### config.mk
export PLATFORM = sky130hd
export DESIGN_NAME = voice_frame_bundle_deframer
export DESIGN_NICKNAME = d
export VERILOG_FILES = /design/src/design/vfbd_pkg.sv /design/src/design/voice_frame_bundle_deframer.sv /design/src/design/vfbd_cfg.sv /design/src/design/vfbd_front.sv /design/src/design/vfbd_queue.sv /design/src/design/vfbd_back.sv
export SDC_FILE = /design/constraint.sdc
export NUM_CORES = 1
export LEC_CHECK = 0
export BUFFER_PORTS_ARGS = -buffer_cell sky130_fd_sc_hd__buf_2
export CAP_MARGIN = 20
export CORE_MARGIN = 2
export CORE_UTILIZATION = 55
export DETAILED_ROUTE_END_ITERATION = 8
export PLACE_DENSITY = 0.82
export SYNTH_ARGS = -nofsm -noshare
export SYNTH_HDL_FRONTEND = slang
export SYNTH_HIERARCHICAL = 1
export SYNTH_SLANG_ARGS = --single-unit
export TNS_END_PERCENT = 100
### constraint.sdc
create_clock -name clk -period 6 [get_ports clk]
set_clock_uncertainty 0.1 [all_clocks]
set_input_delay 0.6 -clock clk [delete_from_list [all_inputs] [get_ports clk]]
set_output_delay 0.6 -clock clk [all_outputs]
set_load 0.01 [all_outputs]
### src/design/vfbd_pkg.sv
// Shared types, register map, status codes and helpers for the voice frame
// bundle deframer. Depends on nothing; every other design file imports it.

package vfbd_pkg;

	// Defaults for the top-level parameters.
	localparam int HDR_DEPTH_DEF = 64;
	localparam int LEN_BITS_DEF  = 16;

	// Depth of the queue between the front and the back; a power of two.
	localparam int QUEUE_DEPTH = 2;

	// Configuration port.
	localparam int PADDR_W = 5;

	// Output tdata width: 37 bits of fields padded to whole bytes.
	localparam int TDATA_W = 40;

	// Register indexes (byte address divided by four).
	localparam logic [2:0] REG_EIGHTH = 3'd0;
	localparam logic [2:0] REG_CUSTOM = 3'd1;
	localparam logic [2:0] REG_HALF   = 3'd2;
	localparam logic [2:0] REG_FULL   = 3'd3;
	localparam logic [2:0] REG_LIMIT  = 3'd4;

	// Register reset values.
	localparam logic [5:0] RESET_LEN_EIGHTH = 6'd2;
	localparam logic [5:0] RESET_LEN_CUSTOM = 6'd5;
	localparam logic [5:0] RESET_LEN_HALF   = 6'd10;
	localparam logic [5:0] RESET_LEN_FULL   = 6'd22;
	localparam logic [7:0] RESET_LIMIT      = 8'd255;

	// Packet status codes.
	localparam logic [2:0] STAT_OK        = 3'd0;
	localparam logic [2:0] STAT_SHORT     = 3'd1;
	localparam logic [2:0] STAT_BAD_COUNT = 3'd2;
	localparam logic [2:0] STAT_HDR_TRUNC = 3'd3;
	localparam logic [2:0] STAT_FRM_TRUNC = 3'd4;

	// A packet shorter than this many bytes is reported as short.
	localparam logic [2:0] PKT_LEN_MIN = 3'd4;

	typedef struct packed {
		logic [3:0][5:0] rate_len;
		logic [7:0]      frame_limit;
	} cfg_t;

	// One input byte as classified by the front.
	typedef struct packed {
		logic [7:0] data;
		logic       last;
		logic       short_pkt;
		logic       first;
	} qitem_t;

	// One result transaction.
	typedef struct packed {
		logic        payload_valid;
		logic [7:0]  payload_byte;
		logic [7:0]  frame_number;
		logic [1:0]  rate_code;
		logic        frame_end;
		logic        status_valid;
		logic [2:0]  status;
		logic [15:0] bytes_used;
	} res_t;

	typedef enum logic [2:0] {
		B_COUNT,
		B_HEADER,
		B_SETTLE,
		B_FETCH,
		B_PAYLOAD,
		B_DONE
	} bst_t;

	// Rate code of a frame within its header byte, most significant pair first.
	function automatic logic [1:0] rate_of(input logic [7:0] hdr, input logic [1:0] pos);
		logic [1:0] r;
		case (pos)
			2'd0: r = hdr[7:6];
			2'd1: r = hdr[5:4];
			2'd2: r = hdr[3:2];
			default: r = hdr[1:0];
		endcase
		return r;
	endfunction

endpackage

### src/design/voice_frame_bundle_deframer.sv
// Voice frame bundle deframer, top level: front, queue, sequencer and registers.
// A byte goes through the queue to the sequencer, which registers its result in the
// output register. Throughput: one payload byte a cycle while the receiver keeps up;
// no byte is taken in the settle state after the header and for each skipped
// zero-length frame, nor in the fetch state at each new header byte (every fourth
// frame). The sequencer takes no byte while a result waits unread, or while a
// packet that ended in the frame walk settles its status; the input stalls once the
// queue is full. Reset: arst_n clears all control state and restores register defaults;
// the header store is not cleared, as every entry is written before it is read.

module voice_frame_bundle_deframer #(
	parameter int HEADER_DEPTH = vfbd_pkg::HDR_DEPTH_DEF,
	parameter int LENGTH_BITS  = vfbd_pkg::LEN_BITS_DEF
) (
	input  logic                         clk,
	input  logic                         arst_n,
	// Input byte stream.
	input  logic                         s_tvalid,
	output logic                         s_tready,
	input  logic [7:0]                   s_tdata,   // [7:0] packet_byte
	input  logic                         s_tlast,   // packet_end
	// Result stream.
	output logic                         m_tvalid,
	input  logic                         m_tready,
	// [7:0] payload_byte, [15:8] frame_number, [17:16] rate_code,
	// [20:18] status, [36:21] bytes_used, [39:37] zero
	output logic [vfbd_pkg::TDATA_W-1:0] m_tdata,
	output logic                         m_tlast,   // frame_end
	output logic [1:0]                   m_tuser,   // [0] payload_valid, [1] status_valid
	// Configuration port.
	input  logic                         psel,
	input  logic                         penable,
	input  logic                         pwrite,
	input  logic [vfbd_pkg::PADDR_W-1:0] paddr,
	input  logic [31:0]                  pwdata,
	output logic [31:0]                  prdata,
	output logic                         pready
);
	import vfbd_pkg::*;

	// The front takes each input transaction, notes whether it opens a packet
	// and whether the packet is still under the short-packet threshold, and
	// drops it into the queue. The sequencer behind the queue walks the
	// packet: it stores header bytes, steps through the frames (fetching a
	// header byte from the store for each group of four frames after the
	// first) and builds one result transaction per payload byte or packet end.
	// No byte is taken while the output register holds an unread result.

	cfg_t   cfg;
	qitem_t item;
	qitem_t head;
	res_t   res;
	logic   push;
	logic   q_full;
	logic   q_valid;
	logic   pop;
	logic   out_valid;

	vfbd_cfg u_cfg (
		.clk     (clk),
		.arst_n  (arst_n),
		.psel    (psel),
		.penable (penable),
		.pwrite  (pwrite),
		.paddr   (paddr),
		.pwdata  (pwdata),
		.prdata  (prdata),
		.pready  (pready),
		.cfg     (cfg)
	);

	vfbd_front u_front (
		.clk      (clk),
		.arst_n   (arst_n),
		.s_tvalid (s_tvalid),
		.s_tdata  (s_tdata),
		.s_tlast  (s_tlast),
		.q_full   (q_full),
		.s_tready (s_tready),
		.push     (push),
		.item     (item)
	);

	vfbd_queue u_queue (
		.clk     (clk),
		.arst_n  (arst_n),
		.push    (push),
		.item_in (item),
		.pop     (pop),
		.full    (q_full),
		.valid   (q_valid),
		.head    (head)
	);

	vfbd_back #(
		.HEADER_DEPTH (HEADER_DEPTH),
		.LENGTH_BITS  (LENGTH_BITS)
	) u_back (
		.clk       (clk),
		.arst_n    (arst_n),
		.cfg       (cfg),
		.q_valid   (q_valid),
		.head      (head),
		.pop       (pop),
		.m_ready   (m_tready),
		.out_valid (out_valid),
		.out       (res)
	);

	// Pack the result fields onto the stream, lowest field first.
	assign m_tvalid = out_valid;
	assign m_tdata  = {3'b000, res.bytes_used, res.status, res.rate_code,
		res.frame_number, res.payload_byte};
	assign m_tlast  = res.frame_end;
	assign m_tuser  = {res.status_valid, res.payload_valid};

endmodule

### src/design/vfbd_cfg.sv
// Configuration register file behind the APB-style port.
// Depends on vfbd_pkg for the register map, reset values and cfg_t.

module vfbd_cfg (
	input  logic                         clk,
	input  logic                         arst_n,
	input  logic                         psel,
	input  logic                         penable,
	input  logic                         pwrite,
	input  logic [vfbd_pkg::PADDR_W-1:0] paddr,
	input  logic [31:0]                  pwdata,
	output logic [31:0]                  prdata,
	output logic                         pready,
	output vfbd_pkg::cfg_t               cfg
);
	import vfbd_pkg::*;

	logic [PADDR_W-3:0] idx;
	logic               wr;
	logic [3:0][5:0]    rl_q;
	logic [7:0]         lim_q;

	assign idx    = paddr[PADDR_W-1:2];
	assign pready = 1'b1;
	assign wr     = psel & penable & pwrite & pready;

	always_ff @(posedge clk or negedge arst_n) begin
		if (!arst_n) begin
			rl_q[0] <= RESET_LEN_EIGHTH;
			rl_q[1] <= RESET_LEN_CUSTOM;
			rl_q[2] <= RESET_LEN_HALF;
			rl_q[3] <= RESET_LEN_FULL;
			lim_q   <= RESET_LIMIT;
		end else if (wr) begin
			case (idx)
				REG_EIGHTH: rl_q[0] <= pwdata[5:0];
				REG_CUSTOM: rl_q[1] <= pwdata[5:0];
				REG_HALF:   rl_q[2] <= pwdata[5:0];
				REG_FULL:   rl_q[3] <= pwdata[5:0];
				REG_LIMIT:  lim_q   <= pwdata[7:0];
				default: ;
			endcase
		end
	end

	always_comb begin
		case (idx)
			REG_EIGHTH: prdata = {26'd0, rl_q[0]};
			REG_CUSTOM: prdata = {26'd0, rl_q[1]};
			REG_HALF:   prdata = {26'd0, rl_q[2]};
			REG_FULL:   prdata = {26'd0, rl_q[3]};
			REG_LIMIT:  prdata = {24'd0, lim_q};
			default:    prdata = 32'd0;
		endcase
	end

	assign cfg.rate_len    = rl_q;
	assign cfg.frame_limit = lim_q;

endmodule

### src/design/vfbd_front.sv
// Input side: accepts bytes and tags each with its place in the packet.
// Depends on vfbd_pkg for qitem_t and the short-packet threshold.

module vfbd_front (
	input  logic             clk,
	input  logic             arst_n,
	input  logic             s_tvalid,
	input  logic [7:0]       s_tdata,
	input  logic             s_tlast,
	input  logic             q_full,
	output logic             s_tready,
	output logic             push,
	output vfbd_pkg::qitem_t item
);
	import vfbd_pkg::*;

	// Bytes of the current packet seen so far, saturating at the threshold.
	logic [2:0] pkt_len_q;
	logic [2:0] len_next;

	assign s_tready = !q_full;
	assign push     = s_tvalid && s_tready;
	assign len_next = (pkt_len_q == PKT_LEN_MIN) ? pkt_len_q : pkt_len_q + 3'd1;

	assign item.data      = s_tdata;
	assign item.last      = s_tlast;
	assign item.short_pkt = (len_next < PKT_LEN_MIN);
	assign item.first     = (pkt_len_q == 3'd0);

	always_ff @(posedge clk or negedge arst_n) begin
		if (!arst_n) begin
			pkt_len_q <= 3'd0;
		end else if (push) begin
			pkt_len_q <= s_tlast ? 3'd0 : len_next;
		end
	end

endmodule

### src/design/vfbd_queue.sv
// Short FIFO of classified bytes between the front and the back.
// Depends on vfbd_pkg for qitem_t and QUEUE_DEPTH.

module vfbd_queue (
	input  logic             clk,
	input  logic             arst_n,
	input  logic             push,
	input  vfbd_pkg::qitem_t item_in,
	input  logic             pop,
	output logic             full,
	output logic             valid,
	output vfbd_pkg::qitem_t head
);
	import vfbd_pkg::*;

	localparam int QAW = (QUEUE_DEPTH > 1) ? $clog2(QUEUE_DEPTH) : 1;

	qitem_t           mem_q [QUEUE_DEPTH];
	logic [QAW-1:0]   wr_ptr_q;
	logic [QAW-1:0]   rd_ptr_q;
	logic [QAW:0]     cnt_q;

	assign full  = (cnt_q == (QAW+1)'(QUEUE_DEPTH));
	assign valid = (cnt_q != '0);
	assign head  = mem_q[rd_ptr_q];

	always_ff @(posedge clk or negedge arst_n) begin
		if (!arst_n) begin
			wr_ptr_q <= '0;
			rd_ptr_q <= '0;
			cnt_q    <= '0;
		end else begin
			if (push) begin
				wr_ptr_q <= wr_ptr_q + 1'b1;
			end
			if (pop) begin
				rd_ptr_q <= rd_ptr_q + 1'b1;
			end
			case ({push, pop})
				2'b10: cnt_q <= cnt_q + 1'b1;
				2'b01: cnt_q <= cnt_q - 1'b1;
				default: ;
			endcase
		end
	end

	always_ff @(posedge clk) begin
		if (push) begin
			mem_q[wr_ptr_q] <= item_in;
		end
	end

endmodule

### src/design/vfbd_back.sv
// Packet sequencer: header store, frame walk, status and the output register.
// Depends on vfbd_pkg for cfg_t, qitem_t, res_t, bst_t and rate_of.

module vfbd_back #(
	parameter int HEADER_DEPTH = vfbd_pkg::HDR_DEPTH_DEF,
	parameter int LENGTH_BITS  = vfbd_pkg::LEN_BITS_DEF
) (
	input  logic             clk,
	input  logic             arst_n,
	input  vfbd_pkg::cfg_t   cfg,
	input  logic             q_valid,
	input  vfbd_pkg::qitem_t head,
	output logic             pop,
	input  logic             m_ready,
	output logic             out_valid,
	output vfbd_pkg::res_t   out
);
	import vfbd_pkg::*;

	localparam int         AW     = (HEADER_DEPTH > 1) ? $clog2(HEADER_DEPTH) : 1;
	localparam logic [7:0] DEPTH8 = 8'(HEADER_DEPTH);

	typedef struct packed {
		bst_t       st;
		logic [7:0] cur;
		logic [5:0] left;
	} adv_t;

	// Step on to frame g: finished, a new header byte to fetch, or one to examine.
	function automatic adv_t move_to(input logic [8:0] g, input logic [7:0] total);
		adv_t a;
		a.st   = B_DONE;
		a.cur  = g[7:0];
		a.left = 6'd0;
		if (g < {1'b0, total}) begin
			a.st = (g[1:0] == 2'd0) ? B_FETCH : B_SETTLE;
		end
		return a;
	endfunction

	// Examine frame f with its header byte: start its payload or skip it.
	function automatic adv_t examine(input logic [7:0] f, input logic [7:0] hdr,
			input logic [3:0][5:0] rl, input logic [7:0] total);
		adv_t       a;
		logic [5:0] len;
		len = rl[rate_of(hdr, f[1:0])];
		if (len != 6'd0) begin
			a.st   = B_PAYLOAD;
			a.cur  = f;
			a.left = len;
		end else begin
			a = move_to({1'b0, f} + 9'd1, total);
		end
		return a;
	endfunction

	function automatic logic [15:0] low16(input logic [LENGTH_BITS-1:0] v);
		logic [LENGTH_BITS+15:0] w;
		w = {16'd0, v};
		return w[15:0];
	endfunction

	bst_t                   st_q, st_d, it_st;
	logic [7:0]             total_q, total_d, it_total;
	logic [6:0]             nhdr_q, nhdr_d, it_nhdr, nhdr_calc;
	logic [7:0]             cur_q, cur_d, it_cur, cur_inc;
	logic [5:0]             left_q, left_d, it_left;
	logic [2:0]             err_q, err_d, it_err;
	logic [LENGTH_BITS-1:0] seen_q, seen_d, it_seen, seen_inc;
	logic                   pend_q, pend_d;
	logic [8:0]             cnt_plus3;

	logic [7:0]             hdr_q, hdr_d, hdr_eff, rd_q, rd_eff;
	logic                   rd_zero_q, rd_en, mem_we;
	logic [5:0]             rd_slot;
	logic [7:0]             hdr_mem [HEADER_DEPTH];

	res_t                   pres_q, pres_d, res_item, res_fin, out_q;
	logic                   pshort_q, pshort_d, out_valid_q;
	logic [2:0]             item_status, fin_status;

	logic                   can_out, take, defer, resolves, fin, adv_go, emit_item;
	adv_t                   pay_adv, pay_move, set_adv;

	assign can_out  = !out_valid_q || m_ready;
	assign take     = q_valid && can_out && (st_q inside {B_COUNT, B_HEADER, B_PAYLOAD, B_DONE});
	assign pop      = take;

	assign seen_inc  = (&seen_q) ? seen_q : seen_q + LENGTH_BITS'(1);
	assign cur_inc   = cur_q + 8'd1;
	assign cnt_plus3 = {1'b0, head.data} + 9'd3;
	assign nhdr_calc = cnt_plus3[8:2];

	assign rd_eff  = rd_zero_q ? 8'd0 : rd_q;
	assign hdr_eff = (st_q == B_FETCH) ? rd_eff : hdr_q;

	// Frame walk after a frame ends, and the step taken while settling.
	always_comb begin
		pay_move = move_to({1'b0, cur_q} + 9'd1, total_q);
		if (pay_move.st == B_SETTLE) begin
			pay_adv = examine(pay_move.cur, hdr_q, cfg.rate_len, total_q);
		end else begin
			pay_adv = pay_move;
		end
		set_adv = examine(cur_q, hdr_eff, cfg.rate_len, total_q);
	end

	// Effect of the byte taken from the queue.
	always_comb begin
		it_st    = st_q;
		it_total = total_q;
		it_nhdr  = nhdr_q;
		it_cur   = cur_q;
		it_left  = left_q;
		it_err   = err_q;
		it_seen  = seen_q;
		if (take) begin
			case (st_q)
				B_COUNT: begin
					it_total = head.data;
					if (cfg.frame_limit == 8'd0 || head.data > cfg.frame_limit) begin
						it_err = STAT_BAD_COUNT;
						it_st  = B_DONE;
					end else begin
						it_seen = seen_inc;
						it_cur  = 8'd0;
						it_nhdr = nhdr_calc;
						it_st   = (head.data == 8'd0) ? B_DONE : B_HEADER;
					end
				end
				B_HEADER: begin
					it_seen = seen_inc;
					if (cur_inc >= {1'b0, nhdr_q}) begin
						it_cur = 8'd0;
						it_st  = B_SETTLE;
					end else begin
						it_cur = cur_inc;
					end
				end
				B_PAYLOAD: begin
					it_seen = seen_inc;
					if (left_q == 6'd1) begin
						it_st   = pay_adv.st;
						it_cur  = pay_adv.cur;
						it_left = pay_adv.left;
					end else begin
						it_left = left_q - 6'd1;
					end
				end
				default: ;
			endcase
		end
	end

	assign defer    = take && head.last && (it_st inside {B_SETTLE, B_FETCH});
	assign resolves = (set_adv.st inside {B_PAYLOAD, B_DONE});
	assign adv_go   = (st_q inside {B_SETTLE, B_FETCH}) && !(pend_q && resolves);
	assign fin      = (st_q inside {B_SETTLE, B_FETCH}) && pend_q && resolves && can_out;

	// Next state.
	always_comb begin
		st_d    = st_q;
		total_d = total_q;
		nhdr_d  = nhdr_q;
		cur_d   = cur_q;
		left_d  = left_q;
		err_d   = err_q;
		seen_d  = seen_q;
		pend_d  = pend_q;
		if (take) begin
			st_d    = it_st;
			total_d = it_total;
			nhdr_d  = it_nhdr;
			cur_d   = it_cur;
			left_d  = it_left;
			err_d   = it_err;
			seen_d  = it_seen;
			pend_d  = defer;
		end else if (adv_go) begin
			st_d   = set_adv.st;
			cur_d  = set_adv.cur;
			left_d = set_adv.left;
		end
		if ((take && head.last && !defer) || fin) begin
			st_d    = B_COUNT;
			total_d = 8'd0;
			cur_d   = 8'd0;
			left_d  = 6'd0;
			err_d   = STAT_OK;
			seen_d  = '0;
			pend_d  = 1'b0;
		end
	end

	// Outputs of the sequencer.
	always_comb begin
		if (head.short_pkt) begin
			item_status = STAT_SHORT;
		end else if (it_err != STAT_OK) begin
			item_status = it_err;
		end else begin
			case (it_st)
				B_HEADER:  item_status = STAT_HDR_TRUNC;
				B_PAYLOAD: item_status = STAT_FRM_TRUNC;
				default:   item_status = STAT_OK;
			endcase
		end

		res_item = '0;
		if (take && st_q == B_PAYLOAD) begin
			res_item.payload_valid = 1'b1;
			res_item.payload_byte  = head.data;
			res_item.frame_number  = cur_q;
			res_item.rate_code     = rate_of(hdr_q, cur_q[1:0]);
			res_item.frame_end     = (left_q == 6'd1);
		end
		if (take && head.last && !defer) begin
			res_item.status_valid = 1'b1;
			res_item.status       = item_status;
			res_item.bytes_used   = (item_status == STAT_OK) ? low16(it_seen) : 16'd0;
		end

		if (pshort_q) begin
			fin_status = STAT_SHORT;
		end else if (set_adv.st == B_PAYLOAD) begin
			fin_status = STAT_FRM_TRUNC;
		end else begin
			fin_status = STAT_OK;
		end
		res_fin              = pres_q;
		res_fin.status_valid = 1'b1;
		res_fin.status       = fin_status;
		res_fin.bytes_used   = (fin_status == STAT_OK) ? low16(seen_q) : 16'd0;

		emit_item = take && (st_q == B_PAYLOAD || head.last) && !defer;
		pres_d    = defer ? res_item : pres_q;
		pshort_d  = defer ? head.short_pkt : pshort_q;

		mem_we = take && (st_q == B_HEADER) && (cur_q < DEPTH8);
		rd_en  = (st_d == B_FETCH);
		rd_slot = cur_d[7:2];

		hdr_d = hdr_q;
		if (take && st_q == B_HEADER && cur_q == 8'd0) begin
			hdr_d = head.data;
		end else if (st_q == B_FETCH) begin
			hdr_d = rd_eff;
		end
	end

	always_ff @(posedge clk or negedge arst_n) begin
		if (!arst_n) begin
			st_q        <= B_COUNT;
			total_q     <= 8'd0;
			nhdr_q      <= 7'd0;
			cur_q       <= 8'd0;
			left_q      <= 6'd0;
			err_q       <= STAT_OK;
			seen_q      <= '0;
			pend_q      <= 1'b0;
			out_valid_q <= 1'b0;
		end else begin
			st_q    <= st_d;
			total_q <= total_d;
			nhdr_q  <= nhdr_d;
			cur_q   <= cur_d;
			left_q  <= left_d;
			err_q   <= err_d;
			seen_q  <= seen_d;
			pend_q  <= pend_d;
			if (emit_item || fin) begin
				out_valid_q <= 1'b1;
			end else if (m_ready) begin
				out_valid_q <= 1'b0;
			end
		end
	end

	// Payload registers and the header store.
	always_ff @(posedge clk) begin
		hdr_q    <= hdr_d;
		pres_q   <= pres_d;
		pshort_q <= pshort_d;
		if (emit_item) begin
			out_q <= res_item;
		end else if (fin) begin
			out_q <= res_fin;
		end
		if (mem_we) begin
			hdr_mem[cur_q[AW-1:0]] <= head.data;
		end
		if (rd_en) begin
			rd_q      <= hdr_mem[rd_slot[AW-1:0]];
			rd_zero_q <= ({2'b00, rd_slot} >= DEPTH8);
		end
	end

	assign out_valid = out_valid_q;
	assign out       = out_q;

	a_pend_state: assert property (@(posedge clk) disable iff (!arst_n)
		pend_q |-> (st_q == B_SETTLE || st_q == B_FETCH))
		else $error("pending status held outside the frame walk");

	a_left_nonzero: assert property (@(posedge clk) disable iff (!arst_n)
		(st_q == B_PAYLOAD) |-> (left_q != 6'd0))
		else $error("payload state with no bytes left in the frame");

	a_frame_range: assert property (@(posedge clk) disable iff (!arst_n)
		(st_q == B_PAYLOAD) |-> (cur_q < total_q))
		else $error("payload frame index beyond the frame count");

	a_count_align: assert property (@(posedge clk) disable iff (!arst_n)
		take |-> (head.first == (st_q == B_COUNT)))
		else $error("count byte taken out of step with the packet start");

	a_fetch_slot: assert property (@(posedge clk) disable iff (!arst_n)
		(st_q == B_FETCH) |-> (cur_q[1:0] == 2'b00))
		else $error("header fetch away from a header byte boundary");

endmodule

==> qor.yml <==
outcome:
  outcome: "complete, but fails checks"
  violations: "DRC"
clock_network:
  cts_buffer_depth: 3
  cts_root_buffer: "clkbuf_16"
  cts.clk_slew.worst_paths_ns: 0.06
  clk-insertion-delay-late_ns: 0.64
  cts_buffers: 74
  htreeDepth: 3
  cts_tree: "done"
  clock-sinks: 701
die:
  core_area_um2: 59100
  rows: 89
  io_pins: 131
  die_h_um: 249
  initial_core_util_pct: 55.7
  die-area_um2: 61800
  die_w_um: 249
drt:
  wl_mm: 90.8
  vias_per_cell: 6.67
  routedWlPerCell_um: 25.9
  first_pass_iters: 9
  drt_iter0_drc: 3214
  drcViolationCount: 10
  ant_nets: 0
  dr_total_vias: 23400
critical_path:
  path_max_fanout: 48
  critPathKind: "register to register"
  timing.rr.end: "u_back/rd_q[7]"
  rrSetupSlack_ns: 0.16
  crit_path_cell_trace: "mux2_2 -> ha_1 -> and3_1 -> nand4_1 -> a22o_1 -> a31oi_1 -> buf_4 -> o311ai_0 -> buf_4 -> nor2_1 -> a21oi_1 -> nand3_2 -> buf_12 -> nand2_2 -> buf_4 -> mux2_2 -> o221ai_1 -> o311ai_1 -> and4_1"
  slowest_stage: "o311ai_0"
  r2r_start: "u_queue/rd_ptr_q"
  worstSetupStartpoint: "u_queue/rd_ptr_q"
  reg2regPathDepth: 19
  crit_arrival_ns: 6.09
  endpoint_kind: "register"
  cp_common_cell: "buf_4"
  crit_end: "u_back/rd_q[7]"
  cp-start-kind: "register"
  crit_required_ns: 6.26
  slowest_delay_ns: 0.67
final_layout:
  num-nets-final: 2774
  layout_commonest_cell: "edfxtp_1"
  multiInputGateArea_um2: 11200
  seq_area_um2: 20500
  fin_util_pct: 62.6
  fill_cells: 4255
  diodes: 0
  syn2layout_area_growth_pct: 12.4
  drive_gt1_share_pct: 19.0
  layout_common_cells: "edfxtp_1 (601), nand2_1 (224), o21ai_0 (186)"
  final_cells: 3510
hold_path:
  holdPathStages: 1
  hold_class: "input port to register"
global_route:
  antenna_found_initial: 0
  grt_first_pass_wirelength_mm: 137
  grt_max_degree: 83
  grt-ovfl-total: 0
  grt.total_usage_pct: 28.9
  grt_pass1_vias: 22800
power:
  ir_drop_uv: 274
  p_total_w: 0.0152
  p_leak_nw: 13.1
  power_density_nw_per_um2: 410
placed_design:
  place_inst: 3374
  gp_congestion: 0.972
  port_buffers: 76
  hpwlAfterDp_mm: 56.3
yosys:
  syn-cell-area_um2: 32900
  synthCells: 2607
  syn_area_per_cell_um2: 12.6
  synth_warnings: 6
sta:
  finalHoldViolations: 0
  holdWs_ns: 0.0649
  finalCritPeriodShare_pct: 97.3
  setup_viol: 0
  worstMarginPinSlew_ns: 1.08
  slew_headroom_pct: 28.0
  slew_viol_final: 0
  finalCriticalPeriod_ns: 5.84
  clock.fmax_mhz: 171
flow_run:
  maxCapViolations: 0
[report_power, final]
group          switching (W)  total (W)  internal, W
registers           0.000233    0.00648      0.00625
clock network        0.00194    0.00483      0.00289
logic                0.00266    0.00387      0.00121
[metal layers]
metal,vias up,GRT usage (%),part of all wire [%]
met3,297,6.11,10
met1,11500,36.3,36
met2,1510,46.5,48
met5,-,0,0
li1,10100,-,-
met4,0,17.0,6.3
[through the flow]
step	setup WS (ns)	setup TNS [ns]	area, um^2
detailed placement	-0.0426	-0.0835	34300
finish	0.162	0	37000
global route	-0.0399	-0.0864	37000
global placement	0.149	0	34300
floorplan	0.455	0	33000
CTS	0.0918	0	36900
[how the worst min path moves through the flow]
stage | startpoint | endpoint | slack (ns)
detailed placement | u_queue/wr_ptr_q | u_queue/wr_ptr_q | 0.38
global route | s_tdata[5] | u_queue/mem_q[1][8] | 0.04
floorplan | arst_n | u_back/cur_q[0] | 0.20
CTS | s_tdata[5] | u_queue/mem_q[1][8] | 0.04
finish | s_tdata[5] | u_queue/mem_q[0][8] | 0.06
global placement | u_queue/cnt_q[1] | u_queue/cnt_q[1] | 0.37
[worst max-delay path, delay by kind of cell (launching register included)]
family	cells	cell delay [ns]
flops	1	0.62
fa+ha+maj	1	0.32
mux	2	0.86
compound gates	6	1.77
buf+inv	4	0.93
simple gates	6	0.94
[final cells by class]
cell class,count,area share [%]
Tap cell,773,2.61
Timing Repair Buffer,183,3.71
Sequential cell,701,55.5
Multi-Input combinational cell,1627,30.3
Inverter,92,0.940
Clock buffer,96,5.37
Clock inverter,38,1.60
[timing repair]
| item | 4_1_cts | 5_1_grt |
|---|---|---|
| hold buffers | 1 | 0 |
| resized for setup | 2 | 22 |
| hold endpoints to repair | 19 | 0 |
| setup buffers | 0 | 1 |
| pin swaps | 0 | 2 |
| setup endpoints to repair | 6 | 8 |
[sequential cells by signal, indices dropped and copies added, names as in the netlist]
register,flops
u_front/pkt_len_q,3
u_back/left_q,6
u_back/st_q,3
u_back/pend_q,1
u_back/rd_q,8
u_back/hdr_mem,512
u_cfg/lim_q,8
u_queue/mem_q,20
u_back/cur_q,8
u_back/nhdr_q,7
u_back/total_q,8
u_back/hdr_q,8
u_queue/cnt_q,2
u_back/out_valid,1
u_back/err_q,3
u_back/out,40
u_queue/wr_ptr_q,1
u_cfg/cfg,24
u_back/pshort_q,1
u_queue/rd_ptr_q,1
u_back/pres_q,20
u_back/seen_q,16
(Power assumes the default switching activity.)
